**src/rtl/smd_pkg.sv**
```systemverilog
// Shared widths, constants, exponent factor table and divider request and response types for the softmax block.
package smd_pkg;

    localparam int SCORE_W             = 16;
    localparam int GAIN_W              = 16;
    localparam int PROB_W              = 17;
    localparam int INDEX_W             = 6;
    localparam int EXP_W               = 17;
    localparam int SUM_W               = 23;
    localparam int ACC_W               = 32;
    localparam int ARG_W               = 32;
    localparam int EXP_BITS            = 20;
    localparam int EXP_STEP_W          = 5;
    localparam int NUM_W               = 33;
    localparam int QUOT_W              = 17;
    localparam int DEFAULT_MAX_ACTIONS = 64;

    localparam logic [GAIN_W-1:0]  GAIN_RESET  = GAIN_W'(256);
    localparam logic [SCORE_W-1:0] SCORE_MIN   = {1'b1, {(SCORE_W-1){1'b0}}};
    localparam logic [ARG_W-1:0]   EXP_LIMIT   = ARG_W'(12 * 65536);
    localparam logic [ACC_W-1:0]   ACC_ONE     = {1'b1, {(ACC_W-1){1'b0}}};
    localparam logic [EXP_W-1:0]   EXP_ONE     = EXP_W'(65536);
    localparam logic [SUM_W-1:0]   SUM_ONE     = SUM_W'(65536);

    // Factors exp(-2^(k-16)) in Q1.31, each the rounded square of the one before
    function automatic logic [EXP_BITS-1:0][ACC_W-1:0] exp_factor_table();
        logic [EXP_BITS-1:0][ACC_W-1:0] t;
        logic [63:0]                    f;
        logic [63:0]                    p;
        f = 64'd2147450880;
        for (int k = 0; k < EXP_BITS; k++) begin
            t[k] = f[ACC_W-1:0];
            p    = f * f + 64'h4000_0000;
            f    = {31'd0, p[63:31]};
        end
        return t;
    endfunction

    localparam logic [EXP_BITS-1:0][ACC_W-1:0] EXP_FACTOR = exp_factor_table();

    // Divider request and response
    typedef struct packed {
        logic              start;
        logic [NUM_W-1:0]  numerator;
        logic [SUM_W-1:0]  divisor;
    } smd_div_req_t;

    typedef struct packed {
        logic              done;
        logic [QUOT_W-1:0] quotient;
    } smd_div_rsp_t;

endpackage

```
**src/rtl/smd_divider.sv**
```systemverilog
// Restoring divider, one quotient bit per cycle, for the normalisation pass.
module smd_divider
    import smd_pkg::*;
(
    input  logic         clk,
    input  logic         rst_n,
    input  smd_div_req_t req,
    output smd_div_rsp_t rsp
);

    localparam int CNT_W = $clog2(QUOT_W);
    localparam int LOW_W = NUM_W - QUOT_W;

    logic              busy_reg;
    logic              done_reg;
    logic [CNT_W-1:0]  cnt_reg;
    logic [SUM_W-1:0]  rem_reg;
    logic [SUM_W-1:0]  divisor_reg;
    logic [QUOT_W-1:0] num_reg;
    logic [QUOT_W-1:0] quot_reg;

    logic [SUM_W:0]    trial;
    logic [SUM_W:0]    diff;
    logic              fits;
    logic              final_step;

    // Trial subtraction of the shifted remainder
    assign trial      = {rem_reg, num_reg[QUOT_W-1]};
    assign diff       = trial - {1'b0, divisor_reg};
    assign fits       = (trial >= {1'b0, divisor_reg});
    assign final_step = busy_reg && !req.start && (cnt_reg == CNT_W'(QUOT_W - 1));

    // Control
    always_ff @(posedge clk or negedge rst_n)
    begin
        if (!rst_n)
        begin
            busy_reg <= 1'b0;
            done_reg <= 1'b0;
            cnt_reg  <= '0;
        end
        else
        begin
            done_reg <= final_step;
            if (req.start)
            begin
                busy_reg <= 1'b1;
                cnt_reg  <= '0;
            end
            else if (busy_reg)
            begin
                cnt_reg <= cnt_reg + CNT_W'(1);
                if (final_step)
                begin
                    busy_reg <= 1'b0;
                end
            end
        end
    end

    // Datapath: high numerator bits seed the remainder, low bits shift in
    always_ff @(posedge clk)
    begin
        if (req.start)
        begin
            rem_reg     <= {{(SUM_W - LOW_W){1'b0}}, req.numerator[NUM_W-1:QUOT_W]};
            num_reg     <= req.numerator[QUOT_W-1:0];
            divisor_reg <= req.divisor;
            quot_reg    <= '0;
        end
        else if (busy_reg)
        begin
            rem_reg  <= fits ? diff[SUM_W-1:0] : trial[SUM_W-1:0];
            num_reg  <= {num_reg[QUOT_W-2:0], 1'b0};
            quot_reg <= {quot_reg[QUOT_W-2:0], fits};
        end
    end

    assign rsp.done     = done_reg;
    assign rsp.quotient = quot_reg;

endmodule

```
**config.mk**
```make
export PLATFORM = sky130hd
export DESIGN_NAME = smd_divider
export DESIGN_NICKNAME = d
export VERILOG_FILES = /design/src/rtl/smd_pkg.sv /design/src/rtl/smd_divider.sv
export SDC_FILE = /design/constraint.sdc
export NUM_CORES = 1
export LEC_CHECK = 0
export BUFFER_PORTS_ARGS = -buffer_cell sky130_fd_sc_hd__buf_2
export CORE_MARGIN = 2
export CORE_UTILIZATION = 45
export DETAILED_ROUTE_END_ITERATION = 8
export PLACE_DENSITY = 0.76
export RECOVER_POWER = 100
export SLEW_MARGIN = 0
export SYNTH_ARGS = -nofsm -noshare
export SYNTH_HDL_FRONTEND = slang
export SYNTH_SLANG_ARGS = --single-unit
```
**constraint.sdc**
```tcl
create_clock -name clk -period 3.2 [get_ports clk]
set_input_delay 0.48 -clock clk [delete_from_list [all_inputs] [get_ports clk]]
set_output_delay 0.48 -clock clk [all_outputs]
set_load 0.05 [all_outputs]
```
==> flow_summary.json <==
{
  "die_x_um": 110,
  "async_flop_share_pct": 8.05,
  "area_growth_pct": 13.1,
  "die_y_um": 110,
  "hold_depth": 1,
  "grt_pass1_wl_um": 18500,
  "cts_post_setup_buffers_inserted": 0,
  "setup_violations": 0,
  "port_buffers": 76,
  "syn_area_per_cell_um2": 10.5,
  "core_area_um2": 10900,
  "top_level_ports": 77,
  "drv_slew": 43,
  "worstHoldStart": "req[12]",
  "drt_iter0_drc": 251,
  "synth.distinct_cells": 68,
  "path_clk_slew_ns": 0.09,
  "antenna_found_initial": 0,
  "clock_latency_ns": 0.38,
  "path_cells": "ha_1 > fa_1 > nor2b_4 > o2111ai_2 > a2111oi_4 > nor3_1 > nor3b_1 > or4_1 > o21ai_0",
  "vias_per_cell": 5.65,
  "rsz0062_at_grt": "false",
  "yosys_warnings": 0,
  "placementRows": 38,
  "grt_start_max_net_pins": 52,
  "final_cell_mix": "edfxtp_1, buf_2, nor2_1",
  "worst_pin_slew_ns": 1.89,
  "vias": 3918,
  "synth_edf_count": 56,
  "p_per_area_nw_per_um2": 815,
  "timing.fmax_mhz": 329,
  "worstSetupEndpointType": "register",
  "rr_startpoint": "divisor_reg[0]",
  "nNetsFinal": 634,
  "slew_headroom_pct": -25.9,
  "peakVddDrop_mv": 0.413,
  "drt-pass1-iter-count": 4,
  "hold_violations": 0,
  "layout_min_cycle_time_ns": 3.04,
  "violations": "capacitance limit, slew limit",
  "layout_setup_ws_ns": 0.156,
  "grt_overflow_total": 0,
  "netlist_area_um2": 5020,
  "insertedDiodeCount": 0,
  "ys_seq_area_share_pct": 46.5,
  "place_ws_ns": 0.198,
  "startpoint_type": "register",
  "grt_pass1_vias": 3972,
  "worst-path-max-fanout": 4,
  "critical-path-top-delay-family": "simple AND/OR/NAND/NOR gates",
  "clock_sinks": 87,
  "hold_class": "in -> reg",
  "crit_path_start": "divisor_reg[0]",
  "cts-root-buf": "clkbuf_8",
  "p_leak_nw": 2.43,
  "drc": 0,
  "synth-seq-cells": 87,
  "grt_usage_pct": 19.9,
  "initial_core_util_pct": 46.1,
  "slowest_delay_ns": 0.56,
  "drive_gt1_share_pct": 19.5,
  "ff2ff_path_depth": 9,
  "crit_cells": 9,
  "critical_path_class": "reg -> reg",
  "setup_tns_ns": 0,
  "cts_tree": "built",
  "cts-htree-levels": 3,
  "cts_buffers": 9,
  "globalplace.congestion": 0.995,
  "required_ns": 3.50,
  "synth_fp_nets": 563,
  "final.fill_count": 973,
  "critical_path_arrival_ns": 3.35,
  "dieArea_um2": 12000,
  "fin_skew_ns": 0.0105,
  "drv_cap": 1,
  "wl_um": 11100,
  "cts_buffer_depth": 2,
  "fin_crit_sh_pct": 95.1,
  "routedWlPerCell_um": 16.0,
  "synthCells": 478,
  "ant_nets": 0,
  "final_common_cell": "edfxtp_1",
  "crit_slowest_cell": "or4_1",
  "critPathBufInv": 0,
  "synthFlopType": "edfxtp_1",
  "status": "finished, violations left",
  "post-dp-hpwl_um": 8170
}
metrics by stage:
stage               util, %  std cells  power, W  cell area, µm²  hold slack, ns
floorplan                 -        478   0.00333            5020           0.184
global placement       50.7        677   0.00381            5520           0.315
detailed placement     50.7        677   0.00385            5520           0.321
CTS                    52.6        694   0.00466            5730           0.248
global route           52.2        694   0.00496            5680           0.246
finish                 52.2        694   0.00463            5680           0.266
routing by layer:
metal	GRT usage [%]	routed length, µm	vias up
li1	-	-	1908
met4	6.96	239	0
met3	6.58	780	23
met5	0	0	-
met2	32.0	5290	110
met1	25.0	4820	1877
power breakdown:
part	switching (W)	internal (W)
Combinational	0.00137	0.000908
Sequential	0.000126	0.00143
Clock	0.000427	0.000367
Total	0.00192	0.00271
final timing paths:
| check | end | slack, ns |
|---|---|---|
| worst max-delay path | rem_reg[16] | 0.16 |
| worst min-delay path | divisor_reg[12] | 0.27 |
| worst max register to register | rem_reg[16] | 0.16 |
| worst min register to register | rem_reg[22] | 0.51 |
| max in group asynchronous | done_reg | 2.41 |
| min in group asynchronous | cnt_reg[3] | 0.52 |
cell usage after synthesis (4+ instances only):
cell,instances,share of area [%]
dfrtp_1,7,3.5
a31oi_1,4,0.50
buf_2,7,0.70
dfxtp_1,24,9.6
o211ai_1,4,0.60
inv_1,33,2.5
o21ai_1,6,0.60
a21o_1,7,1.0
clkbuf_1,9,0.67
nand3b_1,6,0.90
o311ai_1,6,1.0
mux2_2,18,4.0
a211oi_1,6,0.90
xnor2_1,10,1.7
edfxtp_1,56,33
a21oi_1,23,2.3
nand2_1,31,2.3
a32oi_1,6,1.0
nand2b_1,7,0.87
nor3_1,9,0.90
xor2_1,8,1.4
ha_1,25,6.2
o21ai_0,17,1.7
nand3_1,10,1.0
o31ai_1,4,0.60
nor2b_1,7,0.87
nor4_1,4,0.50
mux2i_1,20,4.0
nor2_1,39,2.9
nand4_1,7,0.87
buf_1,6,0.45
o21bai_1,5,0.75
area by class of cell:
| type | count | area, µm² | area share, % |
|---|---|---|---|
| well taps | 140 | 175 | 3.08 |
| multi-input cells | 332 | 2420 | 42.6 |
| clock buffers | 10 | 128 | 2.25 |
| flip-flops and latches | 87 | 2340 | 41.2 |
| clock inverters | 6 | 68.8 | 1.21 |
| repair buffers | 85 | 422 | 7.42 |
| inverters | 34 | 128 | 2.25 |
kinds of logic after synthesis:
| group | count (synthesis) | share of synthesized area [%] |
|---|---|---|
| simple gates | 140 | 14.4 |
| mux | 38 | 8.02 |
| flops | 87 | 46.5 |
| buf+inv | 59 | 4.96 |
| compound gates | 110 | 16.3 |
| fa+ha+maj | 26 | 6.63 |
| xor+xnor | 18 | 3.14 |
what timing repair did:
| item | in CTS | in global routing |
|---|---|---|
| gates resized for setup | 0 | 1 |
| setup endpoints to repair | 0 | 3 |
| hold buffers | 1 | 0 |
| hold endpoints to repair | 7 | 0 |
No activity file was read; power rests on OpenSTA's default activity.
